### src/rtl/coordinated_servo_interpolator_defines.svh
// ----------------------------------------------------------------------------
// Coordinated servo interpolator assertion macros
// Shared property macros for the concurrent checks of the interpolator.
// ----------------------------------------------------------------------------
`ifndef COORDINATED_SERVO_INTERPOLATOR_DEFINES_SVH
`define COORDINATED_SERVO_INTERPOLATOR_DEFINES_SVH

// The consequent must hold in the same cycle as the antecedent.
`define CSI_ASSERT_SAME(label, ante, cons, msg) \
    label: assert property (@(posedge aclk) disable iff (!aresetn) \
        (ante) |-> (cons)) else $error(msg);

// The consequent must hold in the cycle after the antecedent.
`define CSI_ASSERT_NEXT(label, ante, cons, msg) \
    label: assert property (@(posedge aclk) disable iff (!aresetn) \
        (ante) |=> (cons)) else $error(msg);

`endif

### src/rtl/csi_pkg.sv
// ----------------------------------------------------------------------------
// Coordinated servo interpolator package
// Widths, command codes, controller types and angle helpers.
// ----------------------------------------------------------------------------
package csi_pkg;

    localparam int MAX_SERVOS = 12;
    localparam int FRAC_BITS  = 16;
    localparam int IDX_W      = $clog2(MAX_SERVOS);
    localparam int SERVO_W    = 4;
    localparam int CNT_W      = 4;
    localparam int ANG_W      = 11 + FRAC_BITS;
    localparam int DIFF_W     = ANG_W + 1;
    localparam int INC_W      = FRAC_BITS + 2;
    localparam int STEPS_W    = 10;
    localparam int TICK_W     = 16;
    localparam int ADEG_W     = ANG_W - FRAC_BITS;
    localparam int NUM_W      = ADEG_W + 1;
    localparam int PDIFF_W    = 13;
    localparam int PROD_W     = 25;
    localparam int QUO_W      = 22;
    localparam int PSUM_W     = QUO_W + 2;
    localparam int PULSE_W    = 12;
    localparam int DVD_W      = ANG_W + FRAC_BITS;
    localparam int DVS_W      = ANG_W;
    localparam int ITER_W     = $clog2(DVD_W + 1);

    localparam longint ANG_ONE = 64'sd1 <<< FRAC_BITS;
    localparam logic signed [ANG_W-1:0] ANG_LO = ANG_W'(-512 * ANG_ONE);
    localparam logic signed [ANG_W-1:0] ANG_HI = ANG_W'(511 * ANG_ONE);
    localparam logic [PULSE_W-1:0] PULSE_TOP = {PULSE_W{1'b1}};

    typedef enum logic [2:0] {
        FN_STAGE_ABS = 3'd0,
        FN_STAGE_REL = 3'd1,
        FN_START     = 3'd2,
        FN_TICK      = 3'd3,
        FN_SET_NOW   = 3'd4,
        FN_SET_HOME  = 3'd5,
        FN_HOME_NOW  = 3'd6,
        FN_HOME_SYNC = 3'd7
    } func_t;

    localparam logic [2:0] CFG_ANGLE_MIN     = 3'd0;
    localparam logic [2:0] CFG_ANGLE_MAX     = 3'd1;
    localparam logic [2:0] CFG_PULSE_MIN     = 3'd2;
    localparam logic [2:0] CFG_PULSE_MAX     = 3'd3;
    localparam logic [2:0] CFG_STEP_PERIOD   = 3'd4;
    localparam logic [2:0] CFG_ACTIVE_SERVOS = 3'd5;

    typedef enum logic [11:0] {
        ST_IDLE       = 12'b0000_0000_0001,
        ST_DECODE     = 12'b0000_0000_0010,
        ST_SCAN       = 12'b0000_0000_0100,
        ST_SCAN_END   = 12'b0000_0000_1000,
        ST_EQ         = 12'b0000_0001_0000,
        ST_DIV_INC    = 12'b0000_0010_0000,
        ST_WAIT_INC   = 12'b0000_0100_0000,
        ST_LOAD       = 12'b0000_1000_0000,
        ST_MUL        = 12'b0001_0000_0000,
        ST_DIV_PULSE  = 12'b0010_0000_0000,
        ST_WAIT_PULSE = 12'b0100_0000_0000,
        ST_OUT        = 12'b1000_0000_0000
    } state_t;

    typedef struct packed {
        logic capture;
        logic single_wr;
        logic tick_inc;
        logic tick_fire;
        logic ptr_clr;
        logic ptr_inc;
        logic dmax_clr;
        logic scan_en;
        logic eq_wr;
        logic div_start_inc;
        logic div_start_pulse;
        logic inc_wr;
        logic move_begin;
        logic move_end;
        logic pulse_load;
        logic mul_en;
        logic out_load;
    } ctrl_cmd_t;

    typedef struct packed {
        func_t func;
        logic  idx_ok;
        logic  moving;
        logic  fire;
        logic  n_zero;
        logic  ptr_last;
        logic  dmax_zero;
        logic  step_done;
        logic  div_done;
        logic  out_taken;
    } dp_status_t;

    function automatic logic signed [ANG_W-1:0] sat_angle(input logic signed [DIFF_W-1:0] v);
        if (v < DIFF_W'(ANG_LO)) begin
            return ANG_LO;
        end else if (v > DIFF_W'(ANG_HI)) begin
            return ANG_HI;
        end
        return ANG_W'(v);
    endfunction

    function automatic logic [CNT_W-1:0] clamp_count(input logic [CNT_W-1:0] v);
        if (v > CNT_W'(MAX_SERVOS)) begin
            return CNT_W'(MAX_SERVOS);
        end
        return v;
    endfunction

endpackage

### src/rtl/coordinated_servo_interpolator.sv
// ----------------------------------------------------------------------------
// Coordinated servo interpolator
// Synchronised multi-axis servo moves with linear pulse-width mapping.
// ----------------------------------------------------------------------------
// Commands enter on the s_ channel, one beat each; pulse widths leave on the
// m_ channel, one beat per servo, with last_of_run marking the final beat of
// a step or command and move_done marking every beat of the closing step.
// Registers are written through the cfg_ channel, which is always ready.
// Commands without results return to idle from the decode state, as does a
// tick that does not fire. Each pulse beat passes through load, multiply,
// the shared divider and the output register. A start or home sync works out
// each servo's increment in that divider, one servo after another.
// One command is in flight at a time: s_ready is low until its last beat has
// been taken. A stalled receiver simply holds the block in its output state.
// Reset clears all angles and increments and restores the register defaults.
// ----------------------------------------------------------------------------
`include "coordinated_servo_interpolator_defines.svh"

module coordinated_servo_interpolator (
    input  logic                          aclk,
    input  logic                          aresetn,
    input  logic                          s_valid,
    output logic                          s_ready,
    input  logic [2:0]                    s_func,
    input  logic [3:0]                    s_servo_index,
    input  logic signed [8:0]             s_angle_value,
    input  logic [3:0]                    s_move_count,
    output logic                          m_valid,
    input  logic                          m_ready,
    output logic [3:0]                    m_out_servo,
    output logic [csi_pkg::PULSE_W-1:0]   m_pulse_width,
    output logic                          m_last_of_run,
    output logic                          m_move_done,
    input  logic                          cfg_valid,
    output logic                          cfg_ready,
    input  logic [2:0]                    cfg_index,
    input  logic [15:0]                   cfg_data
);
    import csi_pkg::*;

    ctrl_cmd_t  cmd;
    dp_status_t sts;

    assign cfg_ready = 1'b1;

    csi_ctrl u_ctrl (
        .aclk    (aclk),
        .aresetn (aresetn),
        .s_valid (s_valid),
        .s_ready (s_ready),
        .sts     (sts),
        .cmd     (cmd)
    );

    csi_dp u_dp (
        .aclk          (aclk),
        .aresetn       (aresetn),
        .cmd           (cmd),
        .sts           (sts),
        .s_func        (s_func),
        .s_servo_index (s_servo_index),
        .s_angle_value (s_angle_value),
        .s_move_count  (s_move_count),
        .cfg_valid     (cfg_valid),
        .cfg_index     (cfg_index),
        .cfg_data      (cfg_data),
        .m_valid       (m_valid),
        .m_ready       (m_ready),
        .m_out_servo   (m_out_servo),
        .m_pulse_width (m_pulse_width),
        .m_last_of_run (m_last_of_run),
        .m_move_done   (m_move_done)
    );

    `CSI_ASSERT_SAME(a_no_accept_while_beat, s_ready, !m_valid, "command taken with beat pending")
    `CSI_ASSERT_SAME(a_no_overwrite, cmd.out_load, !m_valid, "pending beat overwritten")
    `CSI_ASSERT_NEXT(a_div_busy, cmd.div_start_inc || cmd.div_start_pulse, !s_ready, "idle in division")

endmodule

### src/rtl/csi_div.sv
// ----------------------------------------------------------------------------
// Shared restoring divider
// Unsigned shift-subtract divider, one quotient bit per cycle.
// ----------------------------------------------------------------------------
module csi_div (
    input  logic                           aclk,
    input  logic                           aresetn,
    input  logic                           start,
    input  logic [csi_pkg::DVD_W-1:0]      dividend,
    input  logic [csi_pkg::DVS_W-1:0]      divisor,
    input  logic [csi_pkg::ITER_W-1:0]     iters,
    output logic                           done,
    output logic [csi_pkg::QUO_W-1:0]      quotient
);
    import csi_pkg::*;

    logic              busy_reg, busy_next;
    logic              done_reg, done_next;
    logic [ITER_W-1:0] cnt_reg, cnt_next;
    logic [DVD_W-1:0]  dvd_reg, dvd_next;
    logic [DVS_W-1:0]  dvs_reg, dvs_next;
    logic [DVS_W-1:0]  rem_reg, rem_next;
    logic [QUO_W-1:0]  quo_reg, quo_next;
    logic [DVS_W:0]    trial;
    logic              ge;

    assign trial = {rem_reg, dvd_reg[DVD_W-1]};
    assign ge    = trial >= {1'b0, dvs_reg};

    always_comb begin
        busy_next = busy_reg;
        done_next = 1'b0;
        cnt_next  = cnt_reg;
        dvd_next  = dvd_reg;
        dvs_next  = dvs_reg;
        rem_next  = rem_reg;
        quo_next  = quo_reg;
        if (start) begin
            busy_next = 1'b1;
            cnt_next  = iters;
            dvd_next  = dividend;
            dvs_next  = divisor;
            rem_next  = '0;
            quo_next  = '0;
        end else if (busy_reg) begin
            dvd_next = {dvd_reg[DVD_W-2:0], 1'b0};
            quo_next = {quo_reg[QUO_W-2:0], ge};
            rem_next = ge ? DVS_W'(trial - {1'b0, dvs_reg}) : trial[DVS_W-1:0];
            cnt_next = cnt_reg - ITER_W'(1);
            if (cnt_reg == ITER_W'(1)) begin
                busy_next = 1'b0;
                done_next = 1'b1;
            end
        end
    end

    always_ff @(posedge aclk) begin
        if (!aresetn) begin
            busy_reg <= 1'b0;
            done_reg <= 1'b0;
            cnt_reg  <= '0;
        end else begin
            busy_reg <= busy_next;
            done_reg <= done_next;
            cnt_reg  <= cnt_next;
        end
        dvd_reg <= dvd_next;
        dvs_reg <= dvs_next;
        rem_reg <= rem_next;
        quo_reg <= quo_next;
    end

    assign done     = done_reg;
    assign quotient = quo_reg;

endmodule

### src/rtl/csi_ctrl.sv
// ----------------------------------------------------------------------------
// Interpolator controller
// Sequences commands, move set-up passes and per-servo pulse generation.
// ----------------------------------------------------------------------------
module csi_ctrl (
    input  logic                  aclk,
    input  logic                  aresetn,
    input  logic                  s_valid,
    output logic                  s_ready,
    input  csi_pkg::dp_status_t   sts,
    output csi_pkg::ctrl_cmd_t    cmd
);
    import csi_pkg::*;

    state_t state_reg, state_next;

    assign s_ready = (state_reg == ST_IDLE);

    always_comb begin
        state_next = state_reg;
        cmd        = '0;
        case (state_reg)
            ST_IDLE: begin
                if (s_valid) begin
                    cmd.capture = 1'b1;
                    state_next  = ST_DECODE;
                end
            end
            ST_DECODE: begin
                state_next  = ST_IDLE;
                cmd.ptr_clr = 1'b1;
                if (sts.func == FN_SET_HOME) begin
                    cmd.single_wr = 1'b1;
                end else if (sts.func == FN_TICK) begin
                    if (sts.moving && !sts.fire) begin
                        cmd.tick_inc = 1'b1;
                    end else if (sts.moving) begin
                        cmd.tick_fire = 1'b1;
                        state_next    = ST_LOAD;
                    end
                end else if (!sts.moving) begin
                    case (sts.func)
                        FN_STAGE_ABS, FN_STAGE_REL: begin
                            cmd.single_wr = 1'b1;
                        end
                        FN_SET_NOW: begin
                            if (sts.idx_ok) begin
                                state_next = ST_LOAD;
                            end
                        end
                        FN_HOME_NOW: begin
                            if (!sts.n_zero) begin
                                state_next = ST_LOAD;
                            end
                        end
                        FN_START, FN_HOME_SYNC: begin
                            if (!sts.n_zero) begin
                                cmd.dmax_clr = 1'b1;
                                state_next   = ST_SCAN;
                            end
                        end
                        default: begin
                            state_next = ST_IDLE;
                        end
                    endcase
                end
            end
            ST_SCAN: begin
                cmd.scan_en = 1'b1;
                if (sts.ptr_last) begin
                    cmd.ptr_clr = 1'b1;
                    state_next  = ST_SCAN_END;
                end else begin
                    cmd.ptr_inc = 1'b1;
                end
            end
            ST_SCAN_END: begin
                state_next = sts.dmax_zero ? ST_EQ : ST_DIV_INC;
            end
            ST_EQ: begin
                cmd.eq_wr = 1'b1;
                if (sts.ptr_last) begin
                    state_next = ST_IDLE;
                end else begin
                    cmd.ptr_inc = 1'b1;
                end
            end
            ST_DIV_INC: begin
                cmd.div_start_inc = 1'b1;
                state_next        = ST_WAIT_INC;
            end
            ST_WAIT_INC: begin
                if (sts.div_done) begin
                    cmd.inc_wr = 1'b1;
                    if (sts.ptr_last) begin
                        cmd.move_begin = 1'b1;
                        state_next     = ST_IDLE;
                    end else begin
                        cmd.ptr_inc = 1'b1;
                        state_next  = ST_DIV_INC;
                    end
                end
            end
            ST_LOAD: begin
                cmd.pulse_load = 1'b1;
                state_next     = ST_MUL;
            end
            ST_MUL: begin
                cmd.mul_en = 1'b1;
                state_next = ST_DIV_PULSE;
            end
            ST_DIV_PULSE: begin
                cmd.div_start_pulse = 1'b1;
                state_next          = ST_WAIT_PULSE;
            end
            ST_WAIT_PULSE: begin
                if (sts.div_done) begin
                    cmd.out_load = 1'b1;
                    state_next   = ST_OUT;
                end
            end
            ST_OUT: begin
                if (sts.out_taken) begin
                    if (sts.func == FN_SET_NOW || sts.ptr_last) begin
                        cmd.move_end = (sts.func == FN_TICK) && sts.step_done;
                        state_next   = ST_IDLE;
                    end else begin
                        cmd.ptr_inc = 1'b1;
                        state_next  = ST_LOAD;
                    end
                end
            end
            default: begin
                state_next = ST_IDLE;
            end
        endcase
    end

    always_ff @(posedge aclk) begin
        if (!aresetn) begin
            state_reg <= ST_IDLE;
        end else begin
            state_reg <= state_next;
        end
    end

endmodule

### src/rtl/csi_dp.sv
// ----------------------------------------------------------------------------
// Interpolator datapath
// Servo angle stores, move set-up arithmetic, pulse mapping and output beat.
// ----------------------------------------------------------------------------
module csi_dp (
    input  logic                          aclk,
    input  logic                          aresetn,
    input  csi_pkg::ctrl_cmd_t            cmd,
    output csi_pkg::dp_status_t           sts,
    input  logic [2:0]                    s_func,
    input  logic [3:0]                    s_servo_index,
    input  logic signed [8:0]             s_angle_value,
    input  logic [3:0]                    s_move_count,
    input  logic                          cfg_valid,
    input  logic [2:0]                    cfg_index,
    input  logic [15:0]                   cfg_data,
    output logic                          m_valid,
    input  logic                          m_ready,
    output logic [3:0]                    m_out_servo,
    output logic [csi_pkg::PULSE_W-1:0]   m_pulse_width,
    output logic                          m_last_of_run,
    output logic                          m_move_done
);
    import csi_pkg::*;

    logic [7:0]         angle_min_reg, angle_max_reg;
    logic [11:0]        pulse_min_reg, pulse_max_reg;
    logic [15:0]        step_period_reg;
    logic [3:0]         active_reg;

    func_t              func_reg;
    logic [3:0]         idx_reg;
    logic signed [8:0]  ang_reg;
    logic [CNT_W-1:0]   n_reg, n_next;

    logic signed [ANG_W-1:0] cur_reg [MAX_SERVOS];
    logic signed [ANG_W-1:0] wrk_reg [MAX_SERVOS];
    logic signed [ANG_W-1:0] tgt_reg [MAX_SERVOS];
    logic signed [8:0]       home_reg [MAX_SERVOS];
    logic signed [INC_W-1:0] inc_reg [MAX_SERVOS];

    logic [STEPS_W-1:0] steps_reg;
    logic [CNT_W-1:0]   move_servos_reg;
    logic [TICK_W-1:0]  tick_reg;
    logic               moving_reg;
    logic               step_done_reg;
    logic [IDX_W-1:0]   ptr_reg;
    logic [DVS_W-1:0]   dmax_reg;

    logic signed [ANG_W-1:0]  q_reg;
    logic signed [PROD_W-1:0] prod_reg;
    logic                     pneg_reg;
    logic [3:0]               servo_reg;
    logic                     last_reg, done_reg;

    logic                     m_valid_reg;
    logic [3:0]               m_servo_reg;
    logic [PULSE_W-1:0]       m_pulse_reg;
    logic                     m_last_reg, m_done_reg;

    logic                     use_idx, idx_ok;
    logic [IDX_W-1:0]         addr;
    logic signed [ANG_W-1:0]  cur_rd, wrk_rd, tgt_rd, home_q, ang_q, tgt_eff;
    logic signed [ANG_W-1:0]  rel_sum, step_sum;
    logic signed [INC_W-1:0]  inc_rd;
    logic signed [DIFF_W-1:0] diff;
    logic [DVS_W-1:0]         abs_d;
    logic [DVS_W:0]           ceil_sum;

    logic signed [ADEG_W-1:0] a_deg;
    logic signed [NUM_W-1:0]  num;
    logic signed [PDIFF_W-1:0] pdiff;
    logic signed [8:0]        adiff;
    logic [7:0]               amag;
    logic signed [PROD_W-1:0] prod;
    logic [PROD_W-1:0]        prod_mag;
    logic signed [PSUM_W-1:0] psum;
    logic [PULSE_W-1:0]       pulse;
    logic signed [INC_W-1:0]  inc_val;

    logic                     div_start, div_done;
    logic [DVD_W-1:0]         div_dvd;
    logic [DVS_W-1:0]         div_dvs;
    logic [ITER_W-1:0]        div_iters;
    logic [QUO_W-1:0]         quo;

    assign use_idx = (func_reg == FN_STAGE_ABS) || (func_reg == FN_STAGE_REL) ||
                     (func_reg == FN_SET_NOW)   || (func_reg == FN_SET_HOME);
    assign idx_ok  = idx_reg < 4'(MAX_SERVOS);
    assign addr    = use_idx ? idx_reg[IDX_W-1:0] : ptr_reg;

    assign cur_rd  = cur_reg[addr];
    assign wrk_rd  = wrk_reg[addr];
    assign tgt_rd  = tgt_reg[addr];
    assign inc_rd  = inc_reg[addr];
    assign home_q  = ANG_W'(home_reg[addr]) <<< FRAC_BITS;
    assign ang_q   = ANG_W'(ang_reg) <<< FRAC_BITS;
    assign tgt_eff = (func_reg == FN_HOME_SYNC) ? home_q : tgt_rd;

    assign diff     = DIFF_W'(tgt_eff) - DIFF_W'(cur_rd);
    assign abs_d    = diff[DIFF_W-1] ? DVS_W'(-diff) : DVS_W'(diff);
    assign rel_sum  = sat_angle(DIFF_W'(cur_rd) + DIFF_W'(ang_q));
    assign step_sum = sat_angle(DIFF_W'(wrk_rd) + DIFF_W'(inc_rd));
    assign ceil_sum = {1'b0, dmax_reg} + (DVS_W+1)'(ANG_ONE - 1);
    assign inc_val  = diff[DIFF_W-1] ? -INC_W'(quo) : INC_W'(quo);

    always_comb begin
        case (func_t'(s_func))
            FN_START:                 n_next = clamp_count(s_move_count);
            FN_TICK:                  n_next = move_servos_reg;
            FN_HOME_NOW, FN_HOME_SYNC: n_next = clamp_count(active_reg);
            default:                  n_next = CNT_W'(1);
        endcase
    end

    // Pulse mapping: the angle is truncated toward zero to whole degrees.
    assign a_deg = ADEG_W'(q_reg >>> FRAC_BITS) +
                   ADEG_W'((q_reg < 0) && (q_reg[FRAC_BITS-1:0] != '0));
    assign num   = NUM_W'(a_deg) - NUM_W'($signed({1'b0, angle_min_reg}));
    assign pdiff = PDIFF_W'($signed({1'b0, pulse_max_reg})) -
                   PDIFF_W'($signed({1'b0, pulse_min_reg}));
    assign adiff = $signed({1'b0, angle_max_reg}) - $signed({1'b0, angle_min_reg});
    assign amag  = adiff[8] ? 8'(-adiff) : 8'(adiff);
    assign prod  = PROD_W'(num) * PROD_W'(pdiff);
    assign prod_mag = prod_reg[PROD_W-1] ? PROD_W'(-prod_reg) : PROD_W'(prod_reg);

    always_comb begin
        if (adiff == '0) begin
            psum = PSUM_W'($signed({1'b0, pulse_min_reg}));
        end else begin
            psum = (pneg_reg ? -PSUM_W'($signed({2'b0, quo})) : PSUM_W'($signed({2'b0, quo})))
                   + PSUM_W'($signed({1'b0, pulse_min_reg}));
        end
        if (psum < 0) begin
            pulse = '0;
        end else if (psum > PSUM_W'(PULSE_TOP)) begin
            pulse = PULSE_TOP;
        end else begin
            pulse = PULSE_W'(psum);
        end
    end

    assign div_start = cmd.div_start_inc || cmd.div_start_pulse;
    assign div_dvd   = cmd.div_start_pulse ? {prod_mag[QUO_W-1:0], (DVD_W-QUO_W)'(0)}
                                           : {abs_d, FRAC_BITS'(0)};
    assign div_dvs   = cmd.div_start_pulse ? DVS_W'(amag) : dmax_reg;
    assign div_iters = cmd.div_start_pulse ? ITER_W'(QUO_W) : ITER_W'(DVD_W);

    csi_div u_div (
        .aclk     (aclk),
        .aresetn  (aresetn),
        .start    (div_start),
        .dividend (div_dvd),
        .divisor  (div_dvs),
        .iters    (div_iters),
        .done     (div_done),
        .quotient (quo)
    );

    always_ff @(posedge aclk) begin
        if (!aresetn) begin
            angle_min_reg   <= 8'd0;
            angle_max_reg   <= 8'd172;
            pulse_min_reg   <= 12'd550;
            pulse_max_reg   <= 12'd2400;
            step_period_reg <= 16'd10;
            active_reg      <= 4'd2;
        end else if (cfg_valid) begin
            case (cfg_index)
                CFG_ANGLE_MIN:     angle_min_reg   <= cfg_data[7:0];
                CFG_ANGLE_MAX:     angle_max_reg   <= cfg_data[7:0];
                CFG_PULSE_MIN:     pulse_min_reg   <= cfg_data[11:0];
                CFG_PULSE_MAX:     pulse_max_reg   <= cfg_data[11:0];
                CFG_STEP_PERIOD:   step_period_reg <= cfg_data;
                CFG_ACTIVE_SERVOS: active_reg      <= cfg_data[3:0];
                default:           active_reg      <= active_reg;
            endcase
        end
    end

    always_ff @(posedge aclk) begin
        if (!aresetn) begin
            for (int i = 0; i < MAX_SERVOS; i++) begin
                cur_reg[i]  <= '0;
                wrk_reg[i]  <= '0;
                tgt_reg[i]  <= '0;
                home_reg[i] <= '0;
                inc_reg[i]  <= '0;
            end
            steps_reg       <= '0;
            move_servos_reg <= '0;
            tick_reg        <= '0;
            moving_reg      <= 1'b0;
            step_done_reg   <= 1'b0;
            ptr_reg         <= '0;
            dmax_reg        <= '0;
            m_valid_reg     <= 1'b0;
        end else begin
            if (cmd.ptr_clr) begin
                ptr_reg <= '0;
            end else if (cmd.ptr_inc) begin
                ptr_reg <= ptr_reg + IDX_W'(1);
            end
            if (cmd.single_wr && idx_ok) begin
                case (func_reg)
                    FN_STAGE_ABS: tgt_reg[addr]  <= ang_q;
                    FN_STAGE_REL: tgt_reg[addr]  <= rel_sum;
                    FN_SET_HOME:  home_reg[addr] <= ang_reg;
                    default:      tgt_reg[addr]  <= tgt_rd;
                endcase
            end
            if (cmd.dmax_clr) begin
                dmax_reg <= '0;
            end
            if (cmd.scan_en) begin
                if (func_reg == FN_HOME_SYNC) begin
                    tgt_reg[addr] <= home_q;
                end
                if (abs_d > dmax_reg) begin
                    dmax_reg <= abs_d;
                end
            end
            if (cmd.eq_wr) begin
                cur_reg[addr] <= tgt_rd;
                wrk_reg[addr] <= tgt_rd;
            end
            if (cmd.inc_wr) begin
                inc_reg[addr] <= inc_val;
                wrk_reg[addr] <= cur_rd;
            end
            if (cmd.move_begin) begin
                steps_reg       <= ceil_sum[FRAC_BITS +: STEPS_W];
                move_servos_reg <= n_reg;
                tick_reg        <= '0;
                moving_reg      <= 1'b1;
            end
            if (cmd.tick_inc) begin
                tick_reg <= tick_reg + TICK_W'(1);
            end
            if (cmd.tick_fire) begin
                tick_reg      <= '0;
                steps_reg     <= (steps_reg != '0) ? steps_reg - STEPS_W'(1) : steps_reg;
                step_done_reg <= steps_reg <= STEPS_W'(1);
            end
            if (cmd.pulse_load) begin
                case (func_reg)
                    FN_TICK: begin
                        if (step_done_reg) begin
                            cur_reg[addr] <= tgt_rd;
                            wrk_reg[addr] <= tgt_rd;
                        end else begin
                            wrk_reg[addr] <= step_sum;
                        end
                    end
                    FN_SET_NOW: begin
                        cur_reg[addr] <= ang_q;
                    end
                    FN_HOME_NOW: begin
                        cur_reg[addr] <= home_q;
                        wrk_reg[addr] <= home_q;
                    end
                    default: begin
                        cur_reg[addr] <= cur_rd;
                    end
                endcase
            end
            if (cmd.move_end) begin
                moving_reg <= 1'b0;
            end
            if (cmd.out_load) begin
                m_valid_reg <= 1'b1;
            end else if (m_ready) begin
                m_valid_reg <= 1'b0;
            end
        end
    end

    always_ff @(posedge aclk) begin
        if (cmd.capture) begin
            func_reg <= func_t'(s_func);
            idx_reg  <= s_servo_index;
            ang_reg  <= s_angle_value;
            n_reg    <= n_next;
        end
        if (cmd.pulse_load) begin
            case (func_reg)
                FN_TICK:    q_reg <= step_sum;
                FN_SET_NOW: q_reg <= ang_q;
                default:    q_reg <= home_q;
            endcase
            servo_reg <= 4'(addr);
            last_reg  <= (func_reg == FN_SET_NOW) || sts.ptr_last;
            done_reg  <= (func_reg == FN_TICK) && step_done_reg;
        end
        if (cmd.mul_en) begin
            prod_reg <= prod;
            pneg_reg <= prod[PROD_W-1] ^ adiff[8];
        end
        if (cmd.out_load) begin
            m_servo_reg <= servo_reg;
            m_pulse_reg <= pulse;
            m_last_reg  <= last_reg;
            m_done_reg  <= done_reg;
        end
    end

    always_comb begin
        sts.func      = func_reg;
        sts.idx_ok    = idx_ok;
        sts.moving    = moving_reg;
        sts.fire      = (step_period_reg == '0) ||
                        ({1'b0, tick_reg} + 17'd1 >= {1'b0, step_period_reg});
        sts.n_zero    = (n_reg == '0);
        sts.ptr_last  = ({1'b0, ptr_reg} + (IDX_W+1)'(1)) == (IDX_W+1)'(n_reg);
        sts.dmax_zero = (dmax_reg == '0);
        sts.step_done = step_done_reg;
        sts.div_done  = div_done;
        sts.out_taken = m_valid_reg && m_ready;
    end

    assign m_valid       = m_valid_reg;
    assign m_out_servo   = m_servo_reg;
    assign m_pulse_width = m_pulse_reg;
    assign m_last_of_run = m_last_reg;
    assign m_move_done   = m_done_reg;

endmodule
### config.mk
export PLATFORM = sky130hd
export DESIGN_NAME = coordinated_servo_interpolator
export DESIGN_NICKNAME = d
export VERILOG_FILES = /design/src/rtl/csi_pkg.sv /design/src/rtl/coordinated_servo_interpolator.sv /design/src/rtl/csi_div.sv /design/src/rtl/csi_ctrl.sv /design/src/rtl/csi_dp.sv
export VERILOG_INCLUDE_DIRS = /design/src /design/src/rtl
export SDC_FILE = /design/constraint.sdc
export NUM_CORES = 2
export LEC_CHECK = 0
export ABC_AREA = 0
export BUFFER_PORTS_ARGS = -buffer_cell sky130_fd_sc_hd__buf_2
export CORE_MARGIN = 1
export CORE_UTILIZATION = 34
export DETAILED_ROUTE_END_ITERATION = 6
export GPL_ROUTABILITY_DRIVEN = 0
export GPL_TIMING_DRIVEN = 0
export SLEW_MARGIN = 0
export SYNTH_ARGS = -nofsm -noshare
export SYNTH_HDL_FRONTEND = slang
export SYNTH_SLANG_ARGS = --single-unit
### constraint.sdc
create_clock -name aclk -period 12.3 [get_ports aclk]
set_input_delay 0.615 -clock aclk [delete_from_list [all_inputs] [get_ports aclk]]
set_output_delay 0.615 -clock aclk [all_outputs]
set_load 0.05 [all_outputs]
==> metrics.txt <==
Crit-path slowest cell=clkbuf_1; switching share of power=0.342; sequential area share after synthesis=0.573; Synth Area in Compound Gates=0.0695; full die area=0.311 sq mm; die height=558 um; area grow syn2layout=12.8%; VDD IR max=217 uV; crit end category=flop; Synth Warn #=0; simple logic cell fraction of the synthesized area=0.139; main combinational cell family by area after synthesis=simple AND/OR/NAND/NOR gates; Routed Antenna Nets=0; violated checks=DRC, capacitance limit, slew limit; Slew @ Worst Pin=1.59 ns; met1 Use GR=0.269; # H-tree levels=4; Remaining DRCs=27; outcome=finished with violations; Clock transition at path regs=0.06 ns; CTS root buffer=clkbuf_16; GRT Overall Usage=0.206; cell mode on critical path=clkbuf_1; DR pass1 iterations=7; fin util=0.387; fin crit share=0.970; Post-CTS Setup Bufs=0; Non-Filler Instances=13400; most frequent cells in the layout=edfxtp_1, nor2_1, nand2_1, inv_1, clkbuf_1; NumNets Final=9592; Ports=65; largest net degree at the start of global routing=38; Post-Synth Adder-Cell Area=0.0583; Setup crit start kind=flop; final setup vio count=0; Post-Synth XOR/XNOR Area=0.0214; via count=73200; TritonCTS Buffers=218; Critical Path AT=12.65 ns; Worst slew margin=-0.0630; WL per Instance=24.5 um; fill count=29300; Core Area=0.307 sq mm; fin crit period=11.93 ns; antenna violations before repair=19; vias in the first global route=72100; Via density=5.45; worst skew pair latency=0.93 ns; Gate Count Post-Synth=8789; multiplexer share of the synthesized area=0.0976; Hold WS=0.0465 ns; max-slew violation count=29; Avg Cell Area, Syn=12.0 sq um; crit-path max FO=10; Switch Pwr=7300 uW; DP HPWL=241000 um; distinct cell type count after synthesis=104; Worst Path Required=13.02 ns; Post-synth EDFFs=1877; met3 Usage GRT=0.0453; Routed WL=329000 um; top_reg_cell synth=edfxtp_1; FP Rows=203; FMAX=83.8 MHz; Maximum Capacitance Violations=6; worst hold path type=input pin to flop; Post-Syn Area=0.105 sq mm; RSZ-0062 raised after global routing=false; initial core utilization=0.343; gr ovfl total=0; most common cell after layout, fill and taps aside=edfxtp_1; Die W=558 um; Seq pwr share=0.381; FF+latch count, synth=2070; Top Usage Layer GRT=met2; first-pass GRT wire length=475000 um; Setup CP Type=flop to flop; Fin Clk Skew=0.0768 ns; global routing usage on met2=0.330; Logic pwr share=0.313; setup TNS=0 ns; PortBufs=62; CTS Sinks=2070; slowest stage delay, CP=1.10 ns; Async SR Flop Fraction=0; clock buffer depth=4; clock group share of total power=0.306; Hold Vio Cnt, Final=0; Pint=14000 uW; Cell Pwr Density=180 mW/mm^2; DR iter-0 viols=8822; share of layout cells above drive strength 1=0.113; cell count after placement=13000; TritonCTS clock tree=yes; Leakage=0.0433 uW
## routing by layer
layer | wire length [um] | vias to the layer above
li1 | - | 32100
met1 | 131000 | 36900
met2 | 153000 | 3429
met3 | 30200 | 711
met4 | 14700 | 8
met5 | 87 | -
## through the flow
step                power (uW)  cell area (sq um)  setup WS, ns
finish                   21300             119000         0.373
global route             22200             119000        0.0284
global placement         14700             111000         0.238
floorplan                12700             105000          4.60
CTS                      21300             119000         0.181
detailed placement       14800             111000         0.259
## critical path: cells and delay by family (launching register included)
family	cells	cell delay [ns]
AO/OA/AOI/OAI	13	4.33
flip-flops	1	0.48
multiplexers	1	1.04
buffers and inverters	8	3.76
XOR/XNOR	1	0.49
AND/OR/NAND/NOR	7	1.03
adder cells (fa/ha/maj)	2	0.59
## synth_stat cells, drive strengths merged (71+ instances only)
| cell | count | area, sq um |
|---|---|---|
| edfxtp | 1877 | 56400 |
| nor2 | 1478 | 5550 |
| nand2 | 952 | 3580 |
| inv | 520 | 1950 |
| clkbuf | 414 | 1550 |
| mux4 | 368 | 8290 |
| a21oi | 315 | 1720 |
| and2 | 288 | 1800 |
| ha | 240 | 3000 |
| o21ai | 218 | 1090 |
| dfxtp | 193 | 3860 |
| mux2i | 184 | 1850 |
| xnor2 | 168 | 1470 |
| fa | 156 | 3120 |
| buf | 143 | 807 |
| and3 | 124 | 776 |
| nand3 | 123 | 616 |
| a31oi | 119 | 744 |
| xor2 | 89 | 780 |
| nor3 | 71 | 370 |
## final cells by class
class | count | area (sq um) | area share
Buffer | 557 | 2370 | 0.0200
Antenna cell | 12 | 30.0 | 0.000253
Sequential cell | 2070 | 60200 | 0.508
Clock buffer | 272 | 5780 | 0.0488
Multi-Input combinational cell | 5676 | 41000 | 0.346
Inverter | 521 | 1960 | 0.0165
Tap cell | 4100 | 5130 | 0.0433
Timing Repair Buffer | 108 | 983 | 0.00829
Clock inverter | 123 | 1140 | 0.00960
## path summary, 6_finish.rpt
kind	startpoint	end	slack, ns	depth (start not counted)
max	u_dp.func_reg[1]	u_dp.dmax_reg[0]	0.37	32
min	s_angle_value[3]	u_dp.ang_reg[3]	0.05	1
max reg2reg	u_dp.func_reg[1]	u_dp.dmax_reg[0]	0.37	32
min reg2reg	u_dp.servo_reg[2]	u_dp.m_out_servo[2]	0.42	0
## kinds of logic (layout without fill, tap and decap cells)
logic type	after synthesis	after routing
simple gates	3323	3323
fa+ha+maj	396	396
compound gates	1100	1100
other cells	2	49
buf+inv	1078	1581
xor+xnor	257	257
mux	563	563
flops	2070	2070
## power groups by stage
stage               logic, uW  clock network, uW  registers (uW)
floorplan                4430                  0            8240
global placement         6430                  0            8280
detailed placement       6490                  0            8290
CTS                      6590               6580            8140
global route             7250               6830            8150
finish                   6680               6530            8140
## timing repair
item / in CTS / in global routing
gates resized for setup: 0 / 9
hold endpoints to repair: 16 / 0
endpoints found under the setup margin: 0 / 27
hold buffers: 16 / 0
No activity file was read; power rests on OpenSTA's default activity.
